**src/imu_serial_frame_decoder_unit_defines.svh**
```systemverilog
// ----------------------------------------------------------------------------
// IMU serial frame decoder: assertion macros
// Shared property forms, clocked on clk with reset on rst_n.
// ----------------------------------------------------------------------------
`ifndef IMU_SERIAL_FRAME_DECODER_UNIT_DEFINES_SVH
`define IMU_SERIAL_FRAME_DECODER_UNIT_DEFINES_SVH

// same-cycle implication
`define IMUSFD_ASSERT_SAME(label, ante, cons) \
    label: assert property (@(posedge clk) disable iff (!rst_n) (ante) |-> (cons)) \
        else $error("imusfd: same-cycle check failed");

// next-cycle implication
`define IMUSFD_ASSERT_NEXT(label, ante, cons) \
    label: assert property (@(posedge clk) disable iff (!rst_n) (ante) |=> (cons)) \
        else $error("imusfd: next-cycle check failed");

`endif

```
**src/imusfd_pkg.sv**
```systemverilog
// ----------------------------------------------------------------------------
// IMU serial frame decoder package
// Frame codes, scale constants and the stage payload type.
// ----------------------------------------------------------------------------
`default_nettype none

package imusfd_pkg;

    localparam int FRAME_LENGTH = 11;
    // bytes 1..9 are kept; the header falls off the end and the checksum is not captured
    localparam int CELL_COUNT   = FRAME_LENGTH - 2;

    localparam logic [7:0] HEADER_BYTE = 8'h55;
    localparam logic [7:0] TYPE_ACCEL  = 8'h51;
    localparam logic [7:0] TYPE_GYRO   = 8'h52;
    localparam logic [7:0] TYPE_ANGLE  = 8'h53;

    localparam logic [1:0] KIND_ACCEL = 2'd0;
    localparam logic [1:0] KIND_GYRO  = 2'd1;
    localparam logic [1:0] KIND_ANGLE = 2'd2;
    localparam logic [1:0] KIND_NONE  = 2'd3;

    localparam logic signed [12:0] SCALE_ACCEL = 13'sd16;
    localparam logic signed [12:0] SCALE_GYRO  = 13'sd2000;
    localparam logic signed [12:0] SCALE_ANGLE = 13'sd180;

    // temperature: floor((raw*128 + 85 + 17000000) / 170) - 100000 + 9280
    // numerator/2 = raw*64 + TEMP_OFFSET, then divide by 85 via reciprocal
    localparam logic [23:0] TEMP_OFFSET = 24'd8500042;
    localparam logic [24:0] TEMP_RECIP  = 25'd25264514;  // ceil(2^31 / 85)
    localparam int          RECIP_SHIFT = 31;
    localparam logic [17:0] TEMP_BIAS   = 18'd90720;

    typedef struct packed {
        logic [1:0]  kind;
        logic [15:0] raw_x;
        logic [15:0] raw_y;
        logic [15:0] raw_z;
        logic [23:0] temp_half;
    } frame_t;

    function automatic logic signed [12:0] kind_scale(input logic [1:0] kind);
        logic signed [12:0] s;
        case (kind)
            KIND_ACCEL: s = SCALE_ACCEL;
            KIND_GYRO:  s = SCALE_GYRO;
            KIND_ANGLE: s = SCALE_ANGLE;
            default:    s = 13'sd0;
        endcase
        return s;
    endfunction

endpackage

`default_nettype wire

```
**src/imu_serial_frame_decoder_unit.sv**
```systemverilog
// ----------------------------------------------------------------------------
// IMU serial frame decoder
// Parses 11-byte sensor frames into scaled acceleration, rate or angle items.
// ----------------------------------------------------------------------------
// One received byte is taken per clock. Bytes shift through a chain of nine
// byte cells while a frame is gathered; hunting drops everything but a 0x55
// header. On the eleventh byte a known type (0x51/0x52/0x53) produces one item
// of three Q.8 axes and a Q.8 temperature; unknown types produce nothing and
// the checksum is not checked. The frame fields go into the capture register,
// are multiplied into the multiply-stage registers and are rounded into the
// output register, where the item waits to be accepted.
// A new byte can be taken every cycle; input ready drops only while the
// capture register holds an item that the stalled output pipeline cannot move
// on.
`default_nettype none

module imu_serial_frame_decoder_unit (
    input  wire logic               clk,
    input  wire logic               rst_n,
    input  wire logic               in_valid,
    output logic                    in_ready,
    input  wire logic [7:0]         rx_byte,
    output logic                    out_valid,
    input  wire logic               out_ready,
    output logic [1:0]              packet_kind,
    output logic signed [19:0]      axis_x,
    output logic signed [19:0]      axis_y,
    output logic signed [19:0]      axis_z,
    output logic signed [16:0]      temperature
);

    logic [7:0]          cell_q [imusfd_pkg::CELL_COUNT];
    logic [3:0]          count_reg;
    logic [3:0]          count_next;
    logic                byte_take;
    logic                hunting;
    logic                take_byte;
    logic                frame_done;
    logic [1:0]          type_kind;
    logic                done_known;
    logic                hunt_drop;

    logic                cap_valid_reg;
    logic                cap_valid_next;
    imusfd_pkg::frame_t  cap_reg;
    imusfd_pkg::frame_t  cap_next;
    logic                scale_ready;
    logic                cap_ready;

    assign byte_take  = in_valid && in_ready;
    // an out-of-range count counts as hunting
    assign hunting    = (count_reg == 4'd0) ||
                        (count_reg >= 4'(imusfd_pkg::FRAME_LENGTH));
    assign take_byte  = byte_take && (!hunting || (rx_byte == imusfd_pkg::HEADER_BYTE));
    assign frame_done = take_byte && !hunting &&
                        (count_reg == 4'(imusfd_pkg::FRAME_LENGTH - 1));
    assign hunt_drop  = byte_take && (count_reg == 4'd0) &&
                        (rx_byte != imusfd_pkg::HEADER_BYTE);

    always_comb
    begin
        count_next = count_reg;
        if (byte_take && hunting)
        begin
            count_next = (rx_byte == imusfd_pkg::HEADER_BYTE) ? 4'd1 : 4'd0;
        end
        else if (frame_done)
        begin
            count_next = 4'd0;
        end
        else if (take_byte)
        begin
            count_next = count_reg + 4'd1;
        end
    end

    always_ff @(posedge clk or negedge rst_n)
    begin
        if (!rst_n)
        begin
            count_reg <= 4'd0;
        end
        else
        begin
            count_reg <= count_next;
        end
    end

    genvar gi;
    generate
        for (gi = 0; gi < imusfd_pkg::CELL_COUNT; gi++)
        begin : g_cell
            if (gi == 0)
            begin : g_head
                imusfd_byte_cell u_cell (
                    .clk      (clk),
                    .shift_en (take_byte),
                    .byte_in  (rx_byte),
                    .byte_out (cell_q[gi])
                );
            end
            else
            begin : g_link
                imusfd_byte_cell u_cell (
                    .clk      (clk),
                    .shift_en (take_byte),
                    .byte_in  (cell_q[gi-1]),
                    .byte_out (cell_q[gi])
                );
            end
        end
    endgenerate

    // on the last byte: cell 0 holds byte 9 ... cell 8 holds byte 1 (type)
    always_comb
    begin
        case (cell_q[8])
            imusfd_pkg::TYPE_ACCEL: type_kind = imusfd_pkg::KIND_ACCEL;
            imusfd_pkg::TYPE_GYRO:  type_kind = imusfd_pkg::KIND_GYRO;
            imusfd_pkg::TYPE_ANGLE: type_kind = imusfd_pkg::KIND_ANGLE;
            default:                type_kind = imusfd_pkg::KIND_NONE;
        endcase
    end

    assign done_known = frame_done && (type_kind != imusfd_pkg::KIND_NONE);

    always_comb
    begin
        cap_next.kind      = type_kind;
        cap_next.raw_x     = {cell_q[6], cell_q[7]};
        cap_next.raw_y     = {cell_q[4], cell_q[5]};
        cap_next.raw_z     = {cell_q[2], cell_q[3]};
        cap_next.temp_half = {{2{cell_q[0][7]}}, cell_q[0], cell_q[1], 6'b0}
                             + imusfd_pkg::TEMP_OFFSET;
    end

    assign cap_ready = !cap_valid_reg || scale_ready;
    assign in_ready  = cap_ready;

    always_comb
    begin
        cap_valid_next = cap_valid_reg;
        if (cap_ready)
        begin
            cap_valid_next = done_known;
        end
    end

    always_ff @(posedge clk or negedge rst_n)
    begin
        if (!rst_n)
        begin
            cap_valid_reg <= 1'b0;
        end
        else
        begin
            cap_valid_reg <= cap_valid_next;
        end
    end

    always_ff @(posedge clk)
    begin
        if (done_known)
        begin
            cap_reg <= cap_next;
        end
    end

    imusfd_scale u_scale (
        .clk         (clk),
        .rst_n       (rst_n),
        .frame_valid (cap_valid_reg),
        .frame_ready (scale_ready),
        .frame       (cap_reg),
        .out_valid   (out_valid),
        .out_ready   (out_ready),
        .packet_kind (packet_kind),
        .axis_x      (axis_x),
        .axis_y      (axis_y),
        .axis_z      (axis_z),
        .temperature (temperature)
    );

`include "imu_serial_frame_decoder_unit_defines.svh"

    `IMUSFD_ASSERT_NEXT(a_hunt_drop, hunt_drop, count_reg == 4'd0)
    `IMUSFD_ASSERT_NEXT(a_known_captured, done_known, cap_valid_reg)
    `IMUSFD_ASSERT_SAME(a_stall_only_full, !in_ready, cap_valid_reg)
    `IMUSFD_ASSERT_SAME(a_kind_known, out_valid, packet_kind != imusfd_pkg::KIND_NONE)

endmodule

`default_nettype wire

```
**src/imusfd_byte_cell.sv**
```systemverilog
// ----------------------------------------------------------------------------
// IMU serial frame decoder: byte cell
// One link of the frame shift chain; takes its input byte on a shift.
// ----------------------------------------------------------------------------
`default_nettype none

module imusfd_byte_cell (
    input  wire logic       clk,
    input  wire logic       shift_en,
    input  wire logic [7:0] byte_in,
    output logic      [7:0] byte_out
);

    logic [7:0] data_reg;

    always_ff @(posedge clk)
    begin
        if (shift_en)
        begin
            data_reg <= byte_in;
        end
    end

    assign byte_out = data_reg;

endmodule

`default_nettype wire

```
**src/imusfd_scale.sv**
```systemverilog
// ----------------------------------------------------------------------------
// IMU serial frame decoder: scaling pipeline
// Multiply stage, then rounding and output register.
// ----------------------------------------------------------------------------
`default_nettype none

module imusfd_scale (
    input  wire logic                  clk,
    input  wire logic                  rst_n,
    input  wire logic                  frame_valid,
    output logic                       frame_ready,
    input  wire imusfd_pkg::frame_t    frame,
    output logic                       out_valid,
    input  wire logic                  out_ready,
    output logic [1:0]                 packet_kind,
    output logic signed [19:0]         axis_x,
    output logic signed [19:0]         axis_y,
    output logic signed [19:0]         axis_z,
    output logic signed [16:0]         temperature
);

    // multiply stage
    logic               mul_valid_reg;
    logic               mul_valid_next;
    logic [1:0]         mul_kind_reg;
    logic signed [28:0] prod_x_reg;
    logic signed [28:0] prod_y_reg;
    logic signed [28:0] prod_z_reg;
    logic [48:0]        prod_t_reg;
    logic signed [12:0] scale;
    logic               mul_ready;

    // output stage
    logic               out_valid_reg;
    logic               out_valid_next;
    logic [1:0]         kind_reg;
    logic signed [19:0] x_reg;
    logic signed [19:0] y_reg;
    logic signed [19:0] z_reg;
    logic signed [16:0] temp_reg;
    logic               out_stage_ready;

    logic signed [28:0] round_x;
    logic signed [28:0] round_y;
    logic signed [28:0] round_z;
    logic [17:0]        temp_sum;

    assign scale           = imusfd_pkg::kind_scale(frame.kind);
    assign out_stage_ready = !out_valid_reg || out_ready;
    assign mul_ready       = !mul_valid_reg || out_stage_ready;
    assign frame_ready     = mul_ready;

    always_comb
    begin
        mul_valid_next = mul_valid_reg;
        if (mul_ready)
        begin
            mul_valid_next = frame_valid;
        end
        out_valid_next = out_valid_reg;
        if (out_stage_ready)
        begin
            out_valid_next = mul_valid_reg;
        end
    end

    always_ff @(posedge clk or negedge rst_n)
    begin
        if (!rst_n)
        begin
            mul_valid_reg <= 1'b0;
            out_valid_reg <= 1'b0;
        end
        else
        begin
            mul_valid_reg <= mul_valid_next;
            out_valid_reg <= out_valid_next;
        end
    end

    always_ff @(posedge clk)
    begin
        if (mul_ready && frame_valid)
        begin
            mul_kind_reg <= frame.kind;
            prod_x_reg   <= $signed(frame.raw_x) * scale;
            prod_y_reg   <= $signed(frame.raw_y) * scale;
            prod_z_reg   <= $signed(frame.raw_z) * scale;
            prod_t_reg   <= 49'(frame.temp_half) * 49'(imusfd_pkg::TEMP_RECIP);
        end
    end

    // round half up, then arithmetic shift by 7
    assign round_x  = prod_x_reg + 29'sd64;
    assign round_y  = prod_y_reg + 29'sd64;
    assign round_z  = prod_z_reg + 29'sd64;
    assign temp_sum = {1'b0, prod_t_reg[imusfd_pkg::RECIP_SHIFT +: 17]}
                      - imusfd_pkg::TEMP_BIAS;

    always_ff @(posedge clk)
    begin
        if (out_stage_ready && mul_valid_reg)
        begin
            kind_reg <= mul_kind_reg;
            x_reg    <= round_x[26:7];
            y_reg    <= round_y[26:7];
            z_reg    <= round_z[26:7];
            temp_reg <= temp_sum[16:0];
        end
    end

    assign out_valid   = out_valid_reg;
    assign packet_kind = kind_reg;
    assign axis_x      = x_reg;
    assign axis_y      = y_reg;
    assign axis_z      = z_reg;
    assign temperature = temp_reg;

endmodule

`default_nettype wire
```
**config.mk**
```make
export PLATFORM = sky130hd
export DESIGN_NAME = imu_serial_frame_decoder_unit
export DESIGN_NICKNAME = d
export VERILOG_FILES = /design/src/imusfd_pkg.sv /design/src/imu_serial_frame_decoder_unit.sv /design/src/imusfd_byte_cell.sv /design/src/imusfd_scale.sv
export VERILOG_INCLUDE_DIRS = /design/src /design/src/src
export SDC_FILE = /design/constraint.sdc
export NUM_CORES = 1
export LEC_CHECK = 0
export ABC_CLOCK_PERIOD_IN_PS = 10550
export BUFFER_PORTS_ARGS = -buffer_cell sky130_fd_sc_hd__buf_2
export CAP_MARGIN = 20
export CORE_UTILIZATION = 60
export CTS_BUF_LIST = sky130_fd_sc_hd__clkbuf_4
export CTS_CLUSTER_SIZE = 12
export DETAILED_ROUTE_END_ITERATION = 8
export GPL_ROUTABILITY_DRIVEN = 0
export PLACE_DENSITY_LB_ADDON = 0.3
export REMOVE_ABC_BUFFERS = 1
export SLEW_MARGIN = 15
export SYNTH_ARGS = -nofsm -noshare
export SYNTH_HDL_FRONTEND = slang
export SYNTH_HIERARCHICAL = 1
export SYNTH_SLANG_ARGS = --single-unit
```
**constraint.sdc**
```tcl
create_clock -name clk -period 10.55 [get_ports clk]
set_input_delay 1.5825 -clock clk [delete_from_list [all_inputs] [get_ports clk]]
set_output_delay 1.5825 -clock clk [all_outputs]
set_load 0.02 [all_outputs]
```
# Word level (Yosys, flattened, before mapping)
# Index checks and enable logic that the tools add are counted.
# word_totals
wordCells	73
in_bits	12
ff_bits	362
# classes
addsub	6
n_mul	4
muxes	6
order_cmp	1
reduce_logical	20
n_eq_ne	8
# ops
operator	n
27-bit by 8-bit adder with 27-bit output (second input constant)	3
16-bit by 12-bit multiplier with 27-bit output	3
24-bit by 24-bit multiplier with 47-bit output (second input constant)	1
11-bit one-hot mux with 3 select lines	1
8-bit by 7-bit == test with 1-bit output (second input constant)	4
24-bit adder (second input constant)	1
17-bit subtractor (second input constant)	1
4-bit 2-to-1 mux	3
1-bit logical AND	8
2-bit one-hot mux with 3 select lines	1
1-bit logical OR	5
4-bit by 1-bit adder with 4-bit output (second input constant)	1
4-bit == test (second input constant)	1
4-bit greater-or-equal comparator (second input constant)	1
1-bit logical NOT	4
4-bit logical NOT	1
3-bit nonzero test	1
2-bit by 1-bit == test with 1-bit output (second input constant)	1
2-bit == test (second input constant)	1
2-bit logical NOT	1
2-bit != test (second input constant)	1
1-bit 2-to-1 mux	1

# Depth between registers and ports, before layout
# logic_depth
depth_word	10
mapped_depth	26
mapped_depth_nobuf	22

# Hierarchy
# The synthesis kept the hierarchy.
# by_module_without_submodules
module	n_inst	area_each_um2	cells_each	seq_area_each_um2
imusfd_scale	1	26202.6	2581	4884.7
imu_serial_frame_decoder_unit	1	2777.7	159	2167.1
imusfd_byte_cell	9	240.2	8	240.2

# Worst setup path before layout
# OpenSTA, ideal clock, no wires.
# synth_timing
kind	input-to-reg
start	input out_ready
end	register cap_reg[10] in the netlist's numbering (enable)
t_arrival_ns	8.554
path_stages	4
setup_ns	0.661
required_ns	9.889
path_slack_ns	1.335
path_cell_list	nand3b_1 nand2b_2 nand3_1 nor4_1
# synth_via
elab_chain_cells	8
# synth_rtl
element	line_no	text
start, declared	imu_serial_frame_decoder_unit.sv:24	input wire logic out_ready,
1-bit logical OR	imusfd_scale.sv:49	assign out_stage_ready = !out_valid_reg || out_ready;
1-bit logical OR	imusfd_scale.sv:50	assign mul_ready = !mul_valid_reg || out_stage_ready;
1-bit logical OR	imu_serial_frame_decoder_unit.sv:137	assign cap_ready = !cap_valid_reg || scale_ready;
via in_ready	imu_serial_frame_decoder_unit.sv:21	output logic in_ready,
1-bit logical AND	imu_serial_frame_decoder_unit.sv:50	assign byte_take = in_valid && in_ready;
1-bit logical AND	imu_serial_frame_decoder_unit.sv:54	assign take_byte = byte_take && (!hunting || (rx_byte == imusfd_pkg::HEADER_BYTE));
1-bit logical AND (2 in series)	imu_serial_frame_decoder_unit.sv:55	assign frame_done = take_byte && !hunting &&
1-bit logical AND	imu_serial_frame_decoder_unit.sv:125	assign done_known = frame_done && (type_kind != imusfd_pkg::KIND_NONE);
via done_known	imu_serial_frame_decoder_unit.sv:40	logic done_known;
end signal, assigned	imu_serial_frame_decoder_unit.sv:165	cap_reg <= cap_next;
end, declared	imu_serial_frame_decoder_unit.sv:45	imusfd_pkg::frame_t cap_reg;
# The timed path passes the listed nets, and every way through them passes these cells.
# A chain may end at the register's enable or synchronous reset.

# Worst setup path after layout
# layout_timing
start	register cap_reg[73] in the netlist's numbering
end	register u_scale.prod_z_reg[25], data pin
# layout_via
elab_chain_cells	3
elab_cells_between_ends	5
classes_between	mul (1); eq/ne (2); mux (1); reduce/logical (1)
# layout_rtl
element	line_no	text
2-bit == test, or another cell as far along	imusfd_pkg.sv:44	case (kind)
11-bit one-hot mux with 3 select lines (*)	imusfd_pkg.sv:44	
16-bit by 12-bit multiplier with 27-bit output (*)	imusfd_scale.sv:88	prod_z_reg <= $signed(frame.raw_z) * scale;
end signal, assigned	imusfd_scale.sv:88	
end, declared	imusfd_scale.sv:28	logic signed [28:0] prod_z_reg;
# Mark *: on every way between the ends. The rest lies on a longest branch, timed or not.

==> impl_metrics.prom <==
# TYPE chip_impl_metric gauge
chip_impl_metric{name="slew_violations",unit=""} 0
chip_impl_metric{name="min_period_over_period",unit="%"} 64.1
chip_impl_metric{name="synth-edff-count",unit=""} 301
chip_impl_info{name="post_synth_main_area_contributors",value="edfxtp_1, fa_1, ha_1"} 1
chip_impl_info{name="cp_common_cell",value="fa_1"} 1
chip_impl_metric{name="whs_path_depth",unit=""} 0
chip_impl_metric{name="post_route_cells_drive_above_1_share",unit="%"} 8.71
chip_impl_metric{name="fin_area",unit="um2"} 33600
chip_impl_metric{name="fin_total_pwr",unit="mW"} 3.22
chip_impl_metric{name="post_layout_nonfiller_instances",unit=""} 3723
chip_impl_info{name="min-delay-start",value="u_scale/prod_t_reg[33]"} 1
chip_impl_metric{name="switching_power",unit="mW"} 0.926
chip_impl_info{name="crit_slowest_cell",value="ha_1"} 1
chip_impl_metric{name="clock_power_share",unit="%"} 33.3
chip_impl_metric{name="placed_area",unit="um2"} 32500
chip_impl_info{name="ys.flop_type",value="edfxtp_1"} 1
chip_impl_metric{name="timing.max_cap.violations",unit=""} 0
chip_impl_metric{name="clock_latency",unit="ns"} 0.83
chip_impl_metric{name="drc_violations_left",unit=""} 2
chip_impl_metric{name="synth_cells",unit=""} 2812
chip_impl_metric{name="yosysTopAreaCellShare",unit="%"} 29.0
chip_impl_info{name="tritoncts_clock_tree",value="done"} 1
chip_impl_metric{name="worst_clock_skew_on_the_final_layout",unit="ns"} 0.0634
chip_impl_metric{name="core_area",unit="um2"} 51300
chip_impl_metric{name="via_per_inst",unit=""} 5.28
chip_impl_info{name="crit_path_start_kind",value="flip-flop"} 1
chip_impl_metric{name="portBuffers",unit=""} 92
chip_impl_metric{name="worst_slew_pin_slew",unit="ns"} 0.979
chip_impl_metric{name="synth.avg_cell_area",unit="um2"} 11.1
chip_impl_metric{name="worst_setup_slack_before_clock_tree_synthesis",unit="ns"} 3.82
chip_impl_metric{name="p_int",unit="mW"} 2.30
chip_impl_metric{name="tritoncts.num_buffers",unit=""} 81
chip_impl_metric{name="syn_area",unit="um2"} 31100
chip_impl_metric{name="ys_types",unit=""} 78
chip_impl_info{name="holdCritPathClass",value="flip-flop to flip-flop"} 1
chip_impl_metric{name="post_cts_resize_count",unit=""} 0
chip_impl_metric{name="cts.repair_timing.setup_buffer_count",unit=""} 0
chip_impl_metric{name="grt_antenna_before_repair",unit=""} 2
chip_impl_metric{name="max_ffs_per_register",unit=""} 68
chip_impl_metric{name="grt_pass1_vias",unit=""} 21416
chip_impl_metric{name="fp.dieArea",unit="um2"} 52800
chip_impl_metric{name="ant_nets",unit=""} 0
chip_impl_info{name="min_to",value="u_scale/temperature[2]"} 1
chip_impl_metric{name="ys_async_sr_fraction",unit="%"} 2.27
chip_impl_info{name="rsz0062_at_grt",value="false"} 1
chip_impl_info{name="critical_path.cell_chain",value="inv_1 -> ha_1 -> buf_4 -> and2_1 -> fa_1 -> fa_1 -> fa_1 -> fa_1 -> inv_1 -> fa_1 -> inv_1 -> ha_1 -> a21o_1 -> a21o_1 -> a21oi_1 -> nor2_1 -> a221oi_2 -> o31ai_1 -> o41a_1 -> xor2_1"} 1
chip_impl_metric{name="starting_density",unit="%"} 60.7
chip_impl_metric{name="setup_viol",unit=""} 0
chip_impl_info{name="r2r_end",value="u_scale/prod_z_reg[25]"} 1
chip_impl_metric{name="setup_slack",unit="ns"} 3.79
chip_impl_metric{name="sw_frac_of_total",unit="%"} 28.7
chip_impl_info{name="setup.worst_path.end_class",value="flip-flop"} 1
chip_impl_metric{name="postSynthRegisterBits",unit=""} 308
chip_impl_metric{name="postRouteWirelength",unit="um"} 57100
chip_impl_metric{name="reg2regPathDepth",unit=""} 20
chip_impl_metric{name="max_clock_freq",unit="MHz"} 148
chip_impl_metric{name="estimated_wirelength_of_the_detail_placed_design",unit="um"} 47100
chip_impl_metric{name="cts_hold_buffers",unit=""} 0
chip_impl_metric{name="dp_cells",unit=""} 3581
chip_impl_metric{name="required",unit="ns"} 11.11
chip_impl_metric{name="cts.reportedPaths.clkPinSlew",unit="ns"} 0.07
chip_impl_metric{name="critPathArrivalTime",unit="ns"} 7.32
chip_impl_metric{name="grt_max_degree",unit=""} 73
chip_impl_metric{name="clock_sink_count",unit=""} 308
chip_impl_metric{name="finalCriticalPeriod",unit="ns"} 6.76
chip_impl_metric{name="ys.warnings.count",unit=""} 6
chip_impl_metric{name="ir_worst_vdd",unit="uV"} 94.1
chip_impl_metric{name="floorplan.die.width",unit="um"} 230
chip_impl_info{name="synth_commonest_cells",value="inv_1, ha_1, fa_1, edfxtp_1, xnor2_1"} 1
chip_impl_metric{name="finalHoldViolCount",unit=""} 0
chip_impl_info{name="critical_path_class",value="flip-flop to flip-flop"} 1
chip_impl_info{name="netlist.top_cell.by_area",value="edfxtp_1"} 1
chip_impl_info{name="clockRootBuffer",value="clkbuf_4"} 1
chip_impl_metric{name="die_h",unit="um"} 230
chip_impl_metric{name="reg2reg_slack",unit="ns"} 3.79
chip_impl_info{name="synth.most_common_cell",value="inv_1"} 1
chip_impl_metric{name="grt_first_pass_wirelength",unit="um"} 98500
chip_impl_metric{name="drtPass1Iterations",unit=""} 7
chip_impl_metric{name="area_growth",unit="%"} 7.75
chip_impl_metric{name="rows",unit=""} 83
chip_impl_metric{name="drt_iter0_drc",unit=""} 858
chip_impl_metric{name="power.static_leakage",unit="nW"} 16.5
chip_impl_metric{name="routedWlPerCell",unit="um"} 15.3
chip_impl_metric{name="final_net_count",unit=""} 3823
chip_impl_metric{name="timing.critical_path.slowest_cell_delay",unit="ns"} 0.55
chip_impl_metric{name="timing.max_slew.rel_slack",unit="%"} 33.8
chip_impl_metric{name="power_density_of_the_placed_cells",unit="nW/um2"} 96.1
chip_impl_metric{name="clockBufferDepth",unit=""} 3
chip_impl_info{name="status",value="finished with violations"} 1
chip_impl_metric{name="gr-total-overflow",unit=""} 0
chip_impl_metric{name="setup-tns-final",unit="ns"} 0
chip_impl_info{name="regToRegStartpoint",value="cap_reg[73]"} 1
chip_impl_info{name="violations_in_the_final_reports",value="DRC"} 1
chip_impl_metric{name="p_comb_share",unit="%"} 16.3
chip_impl_metric{name="cts.htree.levels",unit=""} 3
chip_impl_metric{name="yosysSeqAreaShare",unit="%"} 29.6
chip_impl_metric{name="routed_vias",unit=""} 19652
chip_impl_metric{name="overall_global_routing_usage",unit="%"} 23.0
chip_impl_metric{name="timing.critical_path.fanout_max",unit=""} 34
chip_impl_metric{name="p_seq_share",unit="%"} 50.4
chip_impl_metric{name="top_level_ports",unit=""} 93
[per-stage QoR]
step | utilization [%] | hold slack [ns]
after global placement | 63.3 | 0.410
after CTS | 65.4 | 0.421
after detailed placement | 63.3 | 0.408
after floorplan | - | 0.400
after global routing | 65.4 | 0.417
final | 65.4 | 0.418
[kinds of logic after synthesis]
kind of cell               share of synthesized area (%)
xor gates and xnor gates                            4.87
and+or+nand+nor                                     8.72
other                                             0.0241
buffers and inverters                               8.98
adders and majority gates                           42.3
AOI/OAI and AO/OA                                   5.56
DFF                                                 29.6
[layout by cell type (no fill, tap or decap), types with 80 or more instances in the layout]
master / n
nor2b_1: 90
fa_1: 375
ha_1: 452
clkbuf_4: 113
nand2_1: 98
xnor2_1: 122
inv_1: 721
and2_1: 80
edfxtp_1: 301
buf_2: 92
[worst max-delay path, delay by kind of cell (launching register included)]
kind                     cells  cell delay (ns)
buffers and inverters        4             0.62
flip-flops                   1             0.44
adder cells (fa/ha/maj)      7             3.50
AND/OR/NAND/NOR              2             0.43
AO/OA/AOI/OAI                6             1.39
XOR/XNOR                     1             0.14
[how the worst max path moves through the flow]
stage,end,from
global route,u_scale/prod_z_reg[25],cap_reg[72]
floorplan,cap_reg[10],out_ready
detailed placement,u_scale/prod_z_reg[25],cap_reg[72]
CTS,u_scale/prod_z_reg[25],cap_reg[72]
finish,u_scale/prod_z_reg[25],cap_reg[73]
global placement,u_scale/prod_z_reg[25],cap_reg[73]
[area by class of cell]
| type | instances | area [um2] |
|---|---|---|
| fillers | 3887 | 17700 |
| repair buffers | 100 | 520 |
| clock buffers | 113 | 848 |
| clock inverters | 28 | 210 |
| flip-flops and latches | 308 | 9210 |
| well taps | 680 | 851 |
| multi-input cells | 1771 | 19200 |
| inverters | 722 | 2710 |
| diodes | 1 | 2.50 |
[power groups by stage]
stage	Combinational, mW	Clock [mW]	Sequential (mW)
global placement	0.501	0	1.64
floorplan	0.391	0	1.63
detailed placement	0.517	0	1.65
finish	0.525	1.07	1.62
CTS	0.522	1.12	1.63
global route	0.592	1.18	1.64
[routing by layer]
metal	vias to the layer above	wire length [um]	share of wire, %	GRT usage [%]
met5	-	17	0.030	0
met4	2	1490	2.6	8.11
met3	112	2160	3.8	3.35
met2	379	29500	52	41.2
met1	9736	23900	42	28.2
li1	9423	-	-	-
Power figures use the tool's default switching activity.
